<file path="src/hw/rtl/rea_pkg.sv">
// shared types and constants of the rotary encoder counter
`default_nettype none

package rea_pkg;

   // request codes of the input item, code 3 only reports the count
   localparam logic [1:0] REQ_SAMPLE = 2'd0;
   localparam logic [1:0] REQ_ATTACH = 2'd1;
   localparam logic [1:0] REQ_CLEAR  = 2'd2;

   // register indexes of the write port
   localparam logic CSR_FAST_GAP  = 1'b0;
   localparam logic CSR_FAST_STEP = 1'b1;

   localparam logic [7:0] FAST_GAP_RESET  = 8'd3;
   localparam logic [7:0] FAST_STEP_RESET = 8'd5;

   localparam int INDEX_W    = 3;
   localparam int STAMP_W    = 32;
   localparam int TALLY_W    = 16;
   localparam int MAX_DEPTH  = 8;

   typedef struct packed {
      logic                 level_a;
      logic                 level_b;
      logic [STAMP_W-1:0]   stamp;
      logic [TALLY_W-1:0]   tally;
   } entry_type;

   typedef struct packed {
      logic [7:0] fast_gap;
      logic [7:0] fast_step;
   } cfg_type;

endpackage

`default_nettype wire

</file>
<file path="src/hw/rtl/rea_update.sv">
// next value of one encoder entry for one request
`default_nettype none

module rea_update (
   input  var rea_pkg::entry_type  cur_entry,
   input  var rea_pkg::cfg_type    cfg,
   input  var logic [1:0]          req_kind,
   input  var logic                pin_a,
   input  var logic                pin_b,
   input  var logic [31:0]         now_ms,
   output rea_pkg::entry_type      next_entry
);
   import rea_pkg::*;

   logic                edge_up;
   logic                edge_down;
   logic [STAMP_W-1:0]  gap;
   logic                fast;
   logic [TALLY_W-1:0]  step;
   entry_type           sampled;

   // a rising a needs b low, a rising b needs the new a low: never both
   assign edge_up   = (pin_a != cur_entry.level_a) && pin_a && !cur_entry.level_b;
   assign edge_down = (pin_b != cur_entry.level_b) && pin_b && !pin_a;
   assign gap       = now_ms - cur_entry.stamp;
   assign fast      = gap <= {{(STAMP_W-8){1'b0}}, cfg.fast_gap};
   assign step      = fast ? {{(TALLY_W-8){1'b0}}, cfg.fast_step} : TALLY_W'(1);

   always_comb begin
      sampled         = cur_entry;
      sampled.level_a = pin_a;
      sampled.level_b = pin_b;
      if (edge_up) begin
         sampled.tally = cur_entry.tally + step;
         sampled.stamp = now_ms;
      end else if (edge_down) begin
         sampled.tally = cur_entry.tally - step;
         sampled.stamp = now_ms;
      end
   end

   always_comb begin
      next_entry = cur_entry;
      unique case (req_kind)
         REQ_SAMPLE: next_entry = sampled;
         REQ_ATTACH: begin
            next_entry.level_a = pin_a;
            next_entry.level_b = pin_b;
            next_entry.stamp   = '0;
         end
         REQ_CLEAR:  next_entry.tally = '0;
         default:    next_entry = cur_entry;
      endcase
   end

endmodule

`default_nettype wire

</file>
<file path="src/hw/rtl/rea_table.sv">
// flip-flop table of encoder entries, one read and one write port
`default_nettype none

module rea_table #(
   parameter int DEPTH = 8,
   parameter int IDX_W = 3
) (
   input  var logic                clock,
   input  var logic                reset,
   input  var logic [IDX_W-1:0]    rd_index,
   output rea_pkg::entry_type      rd_entry,
   input  var logic                wr_en,
   input  var logic [IDX_W-1:0]    wr_index,
   input  var rea_pkg::entry_type  wr_entry
);
   import rea_pkg::*;

   entry_type entries_ff [DEPTH];
   entry_type entries_in [DEPTH];

   always_comb begin
      for (int i = 0; i < DEPTH; i++) begin
         entries_in[i] = entries_ff[i];
         if (wr_en && (wr_index == IDX_W'(i))) begin
            entries_in[i] = wr_entry;
         end
      end
   end

   always_ff @(posedge clock) begin
      for (int i = 0; i < DEPTH; i++) begin
         if (reset) begin
            entries_ff[i] <= '0;
         end else begin
            entries_ff[i] <= entries_in[i];
         end
      end
   end

   assign rd_entry = entries_ff[rd_index];

endmodule

`default_nettype wire

</file>
<file path="src/hw/rtl/rotary_encoder_accel_counter.sv">
// top level: rotary encoder table with edge counting and fast-step acceleration
//
//   port group   dir   transfer rule                  payload
//   req_*        in    req_valid  && !req_stall       type, index, pins, ms tick
//   rsp_*        out   rsp_valid  && !rsp_stall       encoder id, signed position
//   csr_*        in    csr_write_en                   index 0 fast gap, 1 fast step
//
// one item per cycle sustained while rsp_stall is low; a request passes through the
// input register, where the entry is read, updated and written back while the
// result register loads, so rsp_valid rises in the cycle after the item leaves
// the input register and the result transfers in a cycle where rsp_stall is low
// the write-back lands at the same edge the result loads, so the next item
// always reads the updated entry
// reset (synchronous) zeroes the table and restores gap 3, step 5
// a stalled result register holds the input register, which then stalls req
`default_nettype none

module rotary_encoder_accel_counter #(
   parameter int NUM_ENCODERS = 8
) (
   input  var logic                  clock,
   input  var logic                  reset,
   // request channel
   input  var logic                  req_valid,
   output logic                      req_stall,
   input  var logic [1:0]            req_type,
   input  var logic [2:0]            req_encoder_index,
   input  var logic                  req_pin_a,
   input  var logic                  req_pin_b,
   input  var logic [31:0]           req_now_ms,
   // result channel
   output logic                      rsp_valid,
   input  var logic                  rsp_stall,
   output logic [2:0]                rsp_encoder_id,
   output logic signed [15:0]        rsp_position,
   // register write port
   input  var logic                  csr_write_en,
   input  var logic                  csr_index,
   input  var logic [7:0]            csr_write_data
);
   import rea_pkg::*;

   // only indexes 0..7 can be addressed, so larger tables keep eight entries
   localparam int DEPTH = (NUM_ENCODERS < MAX_DEPTH) ? NUM_ENCODERS : MAX_DEPTH;
   localparam int IDX_W = (DEPTH > 1) ? $clog2(DEPTH) : 1;
   localparam int CMP_W = 8;

   // configuration
   cfg_type             cfg_ff;
   cfg_type             cfg_in;

   // input register
   logic                s1_valid_ff;
   logic                s1_valid_in;
   logic [1:0]          kind_ff;
   logic [INDEX_W-1:0]  index_ff;
   logic                pin_a_ff;
   logic                pin_b_ff;
   logic [STAMP_W-1:0]  now_ff;

   // result register
   logic                out_valid_ff;
   logic                out_valid_in;
   logic [INDEX_W-1:0]  out_id_ff;
   logic [TALLY_W-1:0]  out_pos_ff;

   logic                advance;
   logic                req_take;
   logic                in_range;
   entry_type           cur_entry;
   entry_type           next_entry;

   // the input register moves on when the result register is empty or draining
   assign advance   = !out_valid_ff || !rsp_stall;
   assign req_stall = s1_valid_ff && !advance;
   assign req_take  = req_valid && !req_stall;
   assign in_range  = {{(CMP_W-INDEX_W){1'b0}}, index_ff} < CMP_W'(NUM_ENCODERS);

   always_comb begin
      cfg_in = cfg_ff;
      if (csr_write_en) begin
         unique case (csr_index)
            CSR_FAST_GAP:  cfg_in.fast_gap  = csr_write_data;
            CSR_FAST_STEP: cfg_in.fast_step = csr_write_data;
            default:       cfg_in = cfg_ff;
         endcase
      end
   end

   always_ff @(posedge clock) begin
      if (reset) begin
         cfg_ff.fast_gap  <= FAST_GAP_RESET;
         cfg_ff.fast_step <= FAST_STEP_RESET;
      end else begin
         cfg_ff <= cfg_in;
      end
   end

   // input register: valid follows the transfer, payload loads on transfer
   assign s1_valid_in = req_take || (s1_valid_ff && !advance);

   always_ff @(posedge clock) begin
      if (reset) begin
         s1_valid_ff <= 1'b0;
      end else begin
         s1_valid_ff <= s1_valid_in;
      end
   end

   always_ff @(posedge clock) begin
      if (req_take) begin
         kind_ff  <= req_type;
         index_ff <= req_encoder_index;
         pin_a_ff <= req_pin_a;
         pin_b_ff <= req_pin_b;
         now_ff   <= req_now_ms;
      end
   end

   rea_table #(
      .DEPTH (DEPTH),
      .IDX_W (IDX_W)
   ) u_table (
      .clock    (clock),
      .reset    (reset),
      .rd_index (index_ff[IDX_W-1:0]),
      .rd_entry (cur_entry),
      .wr_en    (s1_valid_ff && advance && in_range),
      .wr_index (index_ff[IDX_W-1:0]),
      .wr_entry (next_entry)
   );

   rea_update u_update (
      .cur_entry  (cur_entry),
      .cfg        (cfg_ff),
      .req_kind   (kind_ff),
      .pin_a      (pin_a_ff),
      .pin_b      (pin_b_ff),
      .now_ms     (now_ff),
      .next_entry (next_entry)
   );

   // result register
   assign out_valid_in = (s1_valid_ff && advance) || (out_valid_ff && rsp_stall);

   always_ff @(posedge clock) begin
      if (reset) begin
         out_valid_ff <= 1'b0;
      end else begin
         out_valid_ff <= out_valid_in;
      end
   end

   always_ff @(posedge clock) begin
      if (s1_valid_ff && advance) begin
         out_id_ff  <= index_ff;
         // an index past the table reports zero and changes nothing
         out_pos_ff <= in_range ? next_entry.tally : '0;
      end
   end

   assign rsp_valid      = out_valid_ff;
   assign rsp_encoder_id = out_id_ff;
   assign rsp_position   = $signed(out_pos_ff);

   // a stall toward the request side only comes with an occupied input register
   a_stall_needs_item: assert property (@(posedge clock) disable iff (reset)
      req_stall |-> s1_valid_ff)
      else $error("req_stall without an item in the input register");

   // an item that leaves the input register shows up as a result
   a_item_to_result: assert property (@(posedge clock) disable iff (reset)
      (s1_valid_ff && advance) |=> out_valid_ff)
      else $error("item left the input register without a result");

   // a count clear in range reports zero
   a_clear_zero: assert property (@(posedge clock) disable iff (reset)
      (s1_valid_ff && advance && (kind_ff == REQ_CLEAR)) |=> (out_pos_ff == '0))
      else $error("count clear did not report zero");

   // an index past the table reports zero
   a_out_of_range_zero: assert property (@(posedge clock) disable iff (reset)
      (s1_valid_ff && advance && !in_range) |=> (out_pos_ff == '0))
      else $error("index past the table reported a nonzero position");

endmodule

`default_nettype wire
</file>
<file path="config.mk">
export PLATFORM = sky130hd
export DESIGN_NAME = rotary_encoder_accel_counter
export DESIGN_NICKNAME = d
export VERILOG_FILES = /design/src/hw/rtl/rea_pkg.sv /design/src/hw/rtl/rea_update.sv /design/src/hw/rtl/rea_table.sv /design/src/hw/rtl/rotary_encoder_accel_counter.sv
export SDC_FILE = /design/constraint.sdc
export NUM_CORES = 1
export LEC_CHECK = 0
export BUFFER_PORTS_ARGS = -buffer_cell sky130_fd_sc_hd__buf_2
export CAP_MARGIN = 20
export CORE_UTILIZATION = 50
export DETAILED_ROUTE_END_ITERATION = 7
export PLACE_DENSITY = 0.79
export SYNTH_ARGS = -nofsm -noshare
export SYNTH_HDL_FRONTEND = slang
export SYNTH_SLANG_ARGS = --single-unit
</file>
<file path="constraint.sdc">
create_clock -name clock -period 9 [get_ports clock]
set_input_delay 1.8 -clock clock [delete_from_list [all_inputs] [get_ports clock]]
set_output_delay 1.8 -clock clock [all_outputs]
set_load 0.01 [all_outputs]
</file>
After elaboration in Yosys (flattened, before gate mapping)
Memory sizes are Yosys's and may differ from the RTL's. A register that Yosys moved wholly into a read port is not among the register bits.
Index checks and enable logic that the tools add are counted.

storage, ports and cells
  memory bits (writable) = 400
  memories = 1
  register bits after elaboration = 76
  logic and storage cells = 106
  input bits = 53

memories
  memory              words  bits a word  rd ports  clocked after Yosys merged registers in  wr ports  line             text
  u_table.entries_ff  8      50           1         1                                        8         rea_table.sv:18  entry_type entries_ff [DEPTH];

operators by class
  $lt $le $gt $ge = 1
  equality and inequality tests = 19
  reductions and logical operators = 37
  bitwise gates (word level) = 9
  add/subtract/negate cells = 3
  muxes and demuxes = 25

operator list
  operator                                                               number
  50-bit two-way mux                                                     16
  48-bit two-way mux                                                     2
  34-bit one-hot mux with 2 select lines                                 1
  32-bit by 8-bit <= comparator with 1-bit output                        1
  16-bit one-hot mux with 2 select lines                                 1
  32-bit subtractor                                                      1
  2-bit AND reduction                                                    10
  16-bit adder                                                           1
  1-bit logical AND                                                      16
  16-bit subtractor                                                      1
  3-bit equality test, second input constant                             4
  8-bit two-way mux                                                      1
  1-bit != test, second input constant                                   8
  1-bit OR                                                               8
  3-bit by 2-bit equality test with 1-bit output, second input constant  2
  1-bit logical NOT                                                      6
  3-bit by 1-bit equality test with 1-bit output, second input constant  1
  3-bit logical NOT                                                      1
  1-bit logical OR                                                       3
  1-bit two-way mux                                                      3
  3-bit two-way mux                                                      1
  2-bit by 1-bit equality test with 1-bit output, second input constant  1
  2-bit equality test, second input constant                             1
  2-bit logical NOT                                                      1
  other kinds (2)                                                        3

Longest topological paths before layout
Gate-level depths: netlist of the first run.

  depth in word-level cells = 9
  mapped depth = 38

By module
From an unflattened synthesis of the first run, not the netlist that was laid out.

second synthesis, totals
  cell total of the unflattened synthesis = 1848
  area total of the unflattened synthesis = 24649.9 sq um

by module, submodules not included
  module                        cells each  area an instance (sq um)  instances  sequential area each (sq um)
  rea_table                     1132        18177.4                   1          12011.5
  rea_update                    586         4003.8                    1          0.0
  rotary_encoder_accel_counter  130         2468.6                    1          2102.0

Least setup slack after synthesis of the first run
OpenSTA, ideal clock, no wires.

  path type = reg2reg
  from = register with a tool-made name
  to = memory u_table.entries_ff[0][10] (netlist name), data pin
  stages on the path, launching flop included = 36
  clock period less this slack = 9.027 ns
  path buffers = 5
  arrival = 8.752 ns
  slack = -0.027 ns
  cell sequence = dfxtp_1 buf_6 buf_2 clkbuf_1 buf_1 mux4_2 mux2_2 ha_1 fa_1 nand2b_1 a21oi_1 or2_2 xor2_1 ha_1 nand4_1 nor3_1 nor2_1 a211oi_1 nand4b_1 nor4_1 nand4_1 or4_1 buf_2 or4_1 ha_1 inv_1 fa_1 o21bai_1 a21oi_1 o41ai_1 o311ai_0 nor2_1 a31oi_1 mux2i_1 a2bb2oi_1 nor2_1

RTL lines
  item       line
  to (decl)  rea_table.sv:18

==> results of run 1 <==
[layer usage]
metal	wire length [µm]	vias up	global-route usage [%]	share of wire [%]
met2	29000	841	41.4	48
li1	-	6897	-	-
met5	0	-	0	0
met3	5800	131	4.70	9.6
met4	1650	0	8.09	2.7
met1	23800	7871	34.3	40
[area by class of cell]
cell class / count / area, µm² / share of cell area, %
well taps: 600 / 751 / 2.89
multi-input cells: 1195 / 8660 / 33.3
flip-flops and latches: 479 / 14200 / 54.6
clock buffers: 67 / 1280 / 4.92
inverters: 52 / 195 / 0.751
repair buffers: 119 / 711 / 2.73
clock inverters: 20 / 216 / 0.833
[cell usage in the layout (no fill, tap or decap), types with 15 or more instances in the layout]
cell,netlist,layout
buf_2,4,73
nor3_1,15,15
a21oi_1,96,94
ha_1,56,56
dfxtp_1,21,18
nand3_1,16,16
inv_1,51,50
clkbuf_16,0,47
buf_4,0,46
xnor2_1,19,19
edfxtp_1,458,458
nor2_1,462,462
mux4_2,95,95
nand2_1,87,79
o21ai_0,40,39
mux2i_1,42,42
nor2b_1,40,40
[synth_stat cells, types with 7 or more instances]
| master | n | area, µm² |
|---|---|---|
| nor2b_1 | 40 | 250 |
| o211ai_1 | 11 | 82.6 |
| nand2_1 | 87 | 327 |
| nand4_1 | 13 | 81.3 |
| nand3_1 | 16 | 80.1 |
| nor3_1 | 15 | 75.1 |
| a21o_1 | 14 | 105 |
| buf_1 | 12 | 45.0 |
| nor2_1 | 462 | 1730 |
| a21oi_1 | 96 | 480 |
| o21a_1 | 8 | 60.1 |
| mux4_2 | 95 | 2140 |
| inv_1 | 51 | 191 |
| clkbuf_1 | 85 | 319 |
| mux2_2 | 13 | 146 |
| xnor2_1 | 19 | 166 |
| nor4b_1 | 7 | 61.3 |
| dfxtp_1 | 21 | 420 |
| o21ai_0 | 40 | 200 |
| edfxtp_1 | 458 | 13800 |
| xor2_1 | 8 | 70.1 |
| and2_1 | 9 | 56.3 |
| mux2i_1 | 42 | 420 |
| ha_1 | 56 | 701 |
| nand2b_1 | 11 | 68.8 |
[timing repair]
item / in CTS / in global routing
setup buffers: 0 / 9
hold buffers: 0 / 0
endpoints found under the setup margin: 0 / 108
resized for setup: 0 / 7
[flip-flops by register name, indices dropped and copies added, names as in the netlist, 2 cells and up, named ones only]
signal	count
rsp_position	16
index_ff	3
kind_ff	2
cfg_ff	16
now_ff	32
rsp_encoder_id	3
u_table.entries_ff	400
[where the power goes]
group | internal, mW | leakage (nW) | switching, mW
registers | 2.54 | 4.88 | 0.0503
clock network | 1.11 | 0.731 | 0.834
logic | 0.341 | 3.83 | 0.586
total | 3.99 | 9.44 | 1.47
[final timing paths]
kind | to | slack (ns)
worst max register to register | u_table.entries_ff[1][15]$_SDFFCE_PN0P_ | 0.58
worst min register to register | cfg_ff[12]$_SDFFE_PP0P_ | 0.46
worst max-delay path | u_table.entries_ff[1][15]$_SDFFCE_PN0P_ | 0.58
worst min-delay path | cfg_ff[12]$_SDFFE_PP0P_ | 0.46
[worst min-delay path, stage by stage, from the launching register on]
cell     delay [ns]
dfxtp_1        0.31
nand2_1        0.05
a21oi_1        0.05
[logic make-up after synthesis]
kind of cell	after synthesis	share of synthesized area (%)
AND/OR/NAND/NOR	707	13.3
flip-flops	479	60.7
AO/OA/AOI/OAI	246	6.95
multiplexers	156	12.2
buffers and inverters	155	2.58
adder cells (fa/ha/maj)	59	3.26
XOR/XNOR	27	1.01
[per-stage QoR]
step	power (mW)	setup slack (ns)
6_report	5.47	0.579
5_1_grt	5.64	-0.000130
3_3_place_gp	3.51	0.393
3_5_place_dp	3.53	0.108
2_1_floorplan	3.27	0.222
4_1_cts	5.45	0.0804
==> results.py, run 1 <==
metrics = {
    "status": {
        "status": "finished, final reports clean",
    },
    "synth": {
        "synthArstFlopShare_pct": 0,
        "syn-num-nets": 1941,
        "netlist_area_um2": 23300,
        "ys_types": 77,
        "syn_avg_cell_area_um2": 12.8,
        "ys.flop_type": "edfxtp_1",
        "synth-seq-area-share_pct": 60.7,
        "synth-edff-count": 458,
        "ys_ff_latch": 479,
        "yosysWarnings": 0,
        "synth_cells": 1829,
    },
    "pwr": {
        "p_leak_nw": 9.44,
        "ir_worst_vdd_v": 0.000134,
        "p_per_area_nw_per_um2": 210,
    },
    "cts": {
        "clock_sinks": 479,
        "cts_tree": "yes",
        "clkTransAtPathRegs_ns": 0.06,
        "htreeDepth": 2,
        "clockBufferDepth": 3,
        "root_buffer": "clkbuf_16",
        "insertion_delay_ns": 0.59,
        "numCtsBuffers": 47,
    },
    "setup_path": {
        "crit_path_start_kind": "flip-flop",
        "cp_max_fo": 15,
        "crit_arrival_ns": 8.73,
        "critPathKind": "flip-flop to flip-flop",
        "critical_path.endpoint_type": "flip-flop",
        "path_buf_inv": 1,
        "required_ns": 9.31,
        "cp_top_family": "simple AND/OR/NAND/NOR gates",
        "crit_cells": 28,
        "critPathMaxStageDelay_ns": 0.66,
        "reg2regPathDepth": 28,
        "slowest_stage": "or4_4",
    },
    "cells_and_area": {
        "utilization_pct": 56.9,
        "stdcell_area_um2": 26000,
        "syn2layout_area_growth_pct": 11.4,
        "layout-drive-gt1-share_pct": 17.7,
        "finalNetCount": 2006,
        "antenna_cells": 0,
        "num-fill-cells": 3591,
        "fin_cells": 2532,
    },
    "die": {
        "num_rows": 78,
        "coreArea_um2": 45700,
        "start_util_pct": 51.1,
        "die-area_um2": 47600,
        "ios": 74,
        "die_w_um": 218,
        "die_h_um": 218,
    },
    "sta": {
        "max_clock_freq_mhz": 119,
        "hold_viol": 0,
        "setup_viol": 0,
        "fin_tns_setup_ns": 0,
        "hold_ws_ns": 0.461,
        "maxSlewHeadroom_pct": 26.9,
        "finalClockSkew_ns": 0.0240,
        "period_share_pct": 93.6,
        "tightest_slew_ns": 1.09,
        "drv_slew": 0,
        "period_minus_slack_ns": 8.42,
    },
    "run": {
        "cap_viol_max_count": 0,
    },
    "global_routing": {
        "grt_pass1_wl_um": 89900,
        "grt.overflow.total": 0,
        "antenna_found_initial": 1,
        "grt_usage_pct": 25.3,
        "first_global_vias": 15510,
        "grt_max_degree": 51,
    },
    "detailed_routing": {
        "post_drt_wl_per_cell_um": 23.8,
        "viasPerCell": 6.22,
        "drc": 0,
        "first_pass_iters": 6,
        "drt_iter0_drc": 2046,
        "antenna_left": 0,
        "vias": 15740,
        "routed_wl_um": 60200,
    },
    "min_path": {
        "hp-start": "cfg_ff[12]$_SDFFE_PP0P_",
        "hp-class": "flip-flop to flip-flop",
        "whs_path_depth": 2,
    },
    "placed_design": {
        "finalWeightedCongestion": 0.938,
        "place_area_um2": 24400,
        "placed_cells": 2435,
        "place_hpwl_um": 35400,
        "portBuffers": 73,
    },
}
Note: power is estimated with default switching activity, not from simulation.
==> run 2, diff against run 1 <==
- PLACE_DENSITY: 0.79 -> 0.76
- clock period: 9 -> 9.39 ns (I/O delays scaled with it)
==> run 2 against run 1 <==
  * Register-to-register slack improved by 0.22 ns
  * Via count down 0.97%
  * Routed wire length is 0.17% lower
  * Critical path depth unchanged
  * Sequential power fell by 4%
  * Setup slack improved by 0.22 ns
  * Maximum frequency shrank 2.0%
  * Count of clock-buffer cells in the layout down 4
  * Sequential cell count unchanged
  * Die area unchanged
  * Final cell count decreased by 0.16%
  * Critical endpoint is now u_table.entries_ff[3][14]$_SDFFCE_PN0P_
  * Largest cell class unchanged
  * Largest power group unchanged
  * Highest routed layer unchanged
==> results.py, run 2 (synthesis gave the netlist of run 1 again) <==
metrics = {
    "cells_and_area": {
        "top_regs": "u_table.entries_ff x400, now_ff x32",
        "layout-drive-gt1-share_pct": 17.3,
        "multiInputGateArea_um2": 8640,
        "syn2layout_area_growth_pct": 11.4,
        "largest_register_ffs": 400,
        "antenna_cells": 0,
        "num-fill-cells": 3633,
        "stdcell_area_um2": 26000,
        "final_cell_mix": "nor2_1 (462), edfxtp_1 (458), a21oi_1 (95), mux4_2 (95), nand2_1 (79)",
        "regArea_um2": 14200,
        "utilization_pct": 56.9,
        "regMostFlops": "u_table.entries_ff",
        "fin_cells": 2528,
        "layout_commonest_cell": "nor2_1",
        "finalNetCount": 2000,
    },
    "cts": {
        "clockBufferDepth": 3,
        "cts_tree": "yes",
        "root_buffer": "clkbuf_16",
        "clock_sinks": 479,
        "htreeDepth": 2,
        "clkTransAtPathRegs_ns": 0.06,
        "insertion_delay_ns": 0.61,
        "cts_setup_buffers": 0,
        "numCtsBuffers": 49,
    },
    "pwr": {
        "power_frac_seq_pct": 47.3,
        "swShare_pct": 27.0,
        "power.clock.fraction_pct": 36.1,
        "p_leak_nw": 9.44,
        "power_mw": 5.27,
        "p_int_mw": 3.84,
        "combPwrFrac_pct": 16.7,
        "ir_worst_vdd_v": 0.000142,
        "p_per_area_nw_per_um2": 203,
        "switchingPower_mw": 1.42,
    },
    "setup_path": {
        "cp_top_family": "simple AND/OR/NAND/NOR gates",
        "critical_path.endpoint_type": "flip-flop",
        "critPathMaxStageDelay_ns": 0.69,
        "critPathKind": "flip-flop to flip-flop",
        "required_ns": 9.72,
        "path_buf_inv": 1,
        "slowest_stage": "or4b_2",
        "crit_arrival_ns": 8.93,
        "cpMostUsedCell": "nor2_1",
        "crit_path_start_kind": "flip-flop",
        "cp_max_fo": 21,
    },
    "sta": {
        "fin_ws_ns": 0.795,
        "setup_viol": 0,
        "fin_tns_setup_ns": 0,
        "finalClockSkew_ns": 0.0371,
        "drv_slew": 0,
        "period_share_pct": 91.5,
        "max_clock_freq_mhz": 116,
        "hold_ws_ns": 0.460,
        "rsz0062_at_grt": "false",
        "tightest_slew_ns": 1.10,
        "hold_viol": 0,
        "maxSlewHeadroom_pct": 26.8,
        "period_minus_slack_ns": 8.59,
    },
    "placed_design": {
        "place_area_um2": 24400,
        "place_ws_ns": 0.600,
        "portBuffers": 73,
        "place_hpwl_um": 35700,
        "finalWeightedCongestion": 0.938,
        "placed_cells": 2435,
    },
    "run": {
        "cap_viol_max_count": 0,
    },
    "die": {
        "coreArea_um2": 45700,
        "num_rows": 78,
        "die-area_um2": 47600,
        "die_w_um": 218,
        "die_h_um": 218,
        "start_util_pct": 51.1,
        "ios": 74,
    },
    "detailed_routing": {
        "vias": 15588,
        "first_pass_iters": 6,
        "drc": 0,
        "viasPerCell": 6.17,
        "drt_iter0_drc": 2001,
        "antenna_left": 0,
        "routed_wl_um": 60100,
        "post_drt_wl_per_cell_um": 23.8,
    },
    "min_path": {
        "hp-class": "flip-flop to flip-flop",
    },
    "status": {
        "status": "finished, final reports clean",
    },
    "global_routing": {
        "grt_pass1_wl_um": 90500,
        "first_global_vias": 15266,
        "grt_usage_pct": 25.7,
        "grt_max_degree": 51,
        "antenna_found_initial": 0,
        "grt.overflow.total": 0,
    },
}
run 2: cell count changes in the layout (fill, tap and decap cells not counted), sizes merged:
cell,before,now
clkinvlp,1,0
clkbuf,67,63
inv,56,54
buf,119,111
bufinv,4,3
clkinv,11,23
run 2: final timing paths:
path / cells after the start / end / start / slack [ns]
min reg2reg: 2 / cfg_ff[11]$_SDFFE_PP0P_ / cfg_ff[11]$_SDFFE_PP0P_ / 0.46
max: 28 / u_table.entries_ff[3][14]$_SDFFCE_PN0P_ / flip-flop / 0.80
max reg2reg: 28 / u_table.entries_ff[3][14]$_SDFFCE_PN0P_ / flip-flop / 0.80
min: 2 / cfg_ff[11]$_SDFFE_PP0P_ / cfg_ff[11]$_SDFFE_PP0P_ / 0.46
run 2: area by class of cell:
cell class                 count  share of cell area (%)
tap                          600                    2.89
clock inverter                28                   0.900
clock buffer                  63                    5.11
inverter                      52                   0.751
timing repair buffer         111                    2.55
sequential                   479                    54.6
multi-input combinational   1195                    33.2
run 2: what timing repair did:
item	in CTS	in global routing
endpoints found under the setup margin	0	19
endpoints found under the hold margin	0	0
hold buffers	0	0
gates resized for setup	0	3
run 2: power groups by stage:
stage          clock (mW)  sequential [mW]  combinational (mW)
6_report             1.90             2.49               0.877
3_5_place_dp            0             2.53               0.855
3_3_place_gp            0             2.53               0.846
5_1_grt              1.99             2.50               0.954
4_1_cts              1.92             2.49               0.860
2_1_floorplan           0             2.51               0.628
run 2: worst reg2reg max path, delay by kind of cell, from the launching register on:
family / cells / cell delay, ns
compound gates: 7 / 1.57
flops: 1 / 0.61
fa+ha+maj: 4 / 1.40
mux: 2 / 0.86
simple gates: 12 / 3.03
buf+inv: 1 / 0.19
xor+xnor: 2 / 0.68
run 2: layer usage:
layer / vias to the layer above / share of wire, % / global-route usage [%]
met1: 7805 / 41 / 36.2
met3: 100 / 10 / 4.91
met4: 0 / 2.3 / 7.55
met5: - / 0 / 0
li1: 6908 / - / -
met2: 775 / 47 / 40.5
==> run 3, diff against run 2 <==
- CORE_UTILIZATION: 50 -> 55
- PLACE_DENSITY: 0.76 -> 0.82
==> run 3 against run 2 <==
  * Final area about the same
  * Maximum frequency fell by 0.95%
  * Core utilization grew 5.1 points
  * Largest power group unchanged
  * Critical path type unchanged
==> results.py, run 3 (synthesis gave the netlist of run 1 again) <==
metrics = {
    "status": {
        "status": "finished, final reports clean",
    },
    "die": {
        "die_w_um": 208,
        "die_h_um": 208,
        "num_rows": 75,
        "start_util_pct": 55.6,
        "ios": 74,
        "coreArea_um2": 41900,
        "die-area_um2": 43300,
    },
    "cells_and_area": {
        "finalNetCount": 2002,
        "largest_register_ffs": 400,
        "regMostFlops": "u_table.entries_ff",
        "syn2layout_area_growth_pct": 11.4,
        "layout_commonest_cell": "nor2_1",
        "fin_cells": 2470,
        "num-fill-cells": 3037,
        "antenna_cells": 0,
        "layout-drive-gt1-share_pct": 17.9,
        "final_cell_mix": "nor2_1 (462), edfxtp_1 (458), a21oi_1 (95), mux4_2 (95), nand2_1 (79)",
        "top_regs": "u_table.entries_ff x400, now_ff x32",
    },
    "cts": {
        "clockBufferDepth": 3,
        "clock_sinks": 479,
        "numCtsBuffers": 49,
        "clkTransAtPathRegs_ns": 0.06,
        "insertion_delay_ns": 0.59,
        "root_buffer": "clkbuf_16",
        "cts_tree": "yes",
        "ctsHoldBuffers": 0,
        "htreeDepth": 2,
    },
    "pwr": {
        "power.clock.fraction_pct": 36.4,
        "power_frac_seq_pct": 46.9,
        "swShare_pct": 27.1,
        "p_int_mw": 3.87,
        "combPwrFrac_pct": 16.7,
        "power_mw": 5.30,
        "ir_worst_vdd_v": 0.000138,
        "switchingPower_mw": 1.43,
        "p_per_area_nw_per_um2": 204,
        "p_leak_nw": 9.46,
    },
    "global_routing": {
        "grt_max_degree": 48,
        "first_global_vias": 15544,
        "grt_usage_pct": 27.4,
        "grt.overflow.total": 0,
        "grt_pass1_wl_um": 90500,
        "antenna_found_initial": 1,
    },
    "setup_path": {
        "cp_max_fo": 15,
        "worst-r2r-setup-slack_ns": 0.71,
        "path_buf_inv": 1,
        "slowest_stage": "or4_1",
        "critical_path.endpoint_type": "flip-flop",
        "crit_path_start_kind": "flip-flop",
        "critPathMaxStageDelay_ns": 0.80,
        "required_ns": 9.70,
        "crit_arrival_ns": 8.99,
        "critPathKind": "flip-flop to flip-flop",
        "cpMostUsedCell": "ha_1",
        "cp_top_family": "simple AND/OR/NAND/NOR gates",
    },
    "detailed_routing": {
        "post_drt_wl_per_cell_um": 23.8,
        "first_pass_iters": 6,
        "drt_iter0_drc": 2228,
        "antenna_left": 0,
        "routed_wl_um": 58900,
        "viasPerCell": 6.35,
        "drc": 0,
        "vias": 15684,
    },
    "sta": {
        "rsz0062_at_grt": "false",
        "drv_slew": 0,
        "setup_viol": 0,
        "finalClockSkew_ns": 0.0221,
        "fin_tns_setup_ns": 0,
        "tightest_slew_ns": 1.09,
        "period_share_pct": 92.4,
        "hold_viol": 0,
        "period_minus_slack_ns": 8.68,
        "fin_ws_ns": 0.713,
        "maxSlewHeadroom_pct": 27.2,
        "max_clock_freq_mhz": 115,
    },
    "placed_design": {
        "place_hpwl_um": 35700,
        "portBuffers": 73,
        "place_ws_ns": 0.522,
        "finalWeightedCongestion": 0.983,
        "placed_cells": 2372,
    },
    "min_path": {
        "hp-class": "flip-flop to flip-flop",
    },
    "run": {
        "cap_viol_max_count": 0,
    },
}
[run 3: cell count changes in the layout (fill, tap and decap cells not counted), sizes merged]
cell      delta
buf          +2
bufinv       -1
clkbuf       +4
clkinv      -11
clkinvlp     +8
inv          +1
[run 3: layout make-up]
cell class	instances	area, µm²	share of cell area [%]
clock inverter	25	215	0.827
sequential	479	14200	54.5
multi-input combinational	1195	8640	33.2
tap	539	674	2.59
inverter	52	195	0.750
clock buffer	67	1400	5.37
timing repair buffer	113	711	2.73
[run 3: power by group through the flow]
stage / Clock, mW / Combinational (mW) / Sequential [mW]
floorplan: 0 / 0.628 / 2.51
detailed placement: 0 / 0.847 / 2.53
global placement: 0 / 0.830 / 2.53
CTS: 1.95 / 0.854 / 2.49
finish: 1.93 / 0.885 / 2.49
global route: 2.02 / 0.959 / 2.49
[run 3: path summary, 6_finish.rpt]
path | from | endpoint | depth (start not counted)
hold reg to reg | cfg_ff[14]$_SDFFE_PP0P_ | cfg_ff[14]$_SDFFE_PP0P_ | 2
setup reg to reg | flip-flop | u_table.entries_ff[5][15]$_SDFFCE_PN0P_ | 29
setup / recovery | flip-flop | u_table.entries_ff[5][15]$_SDFFCE_PN0P_ | 29
hold / removal | cfg_ff[14]$_SDFFE_PP0P_ | cfg_ff[14]$_SDFFE_PP0P_ | 2
[run 3: worst register-to-register path: cells and delay by family, from the launching register on]
kind / cells / cell delay [ns]
AND/OR/NAND/NOR: 13 / 3.39
buffers and inverters: 1 / 0.16
flip-flops: 1 / 0.36
AO/OA/AOI/OAI: 8 / 2.39
adder cells (fa/ha/maj): 4 / 1.25
multiplexers: 2 / 0.80
XOR/XNOR: 1 / 0.06
[run 3: metrics by stage]
stage | hold slack, ns | area, µm² | utilization [%]
6_report | 0.460 | 26000 | 62.0
5_1_grt | 0.491 | 26000 | 62.0
2_1_floorplan | 0.430 | 23300 | -
4_1_cts | 0.463 | 25900 | 61.7
3_5_place_dp | 0.454 | 24300 | 57.9
3_3_place_gp | 0.449 | 24300 | 57.9
[run 3: routing by layer]
| layer | vias up | global-route usage [%] | share of wire (%) |
|---|---|---|---|
| met2 | 871 | 43.8 | 48 |
| met5 | - | 0 | 0 |
| li1 | 6909 | - | - |
| met3 | 103 | 5.46 | 10 |
| met4 | 0 | 7.79 | 2.4 |
| met1 | 7801 | 38.5 | 39 |
[run 3: what timing repair did]
action	4_1_cts	5_1_grt
setup endpoints to repair	0	62
resized for setup	0	3
setup buffers	0	3
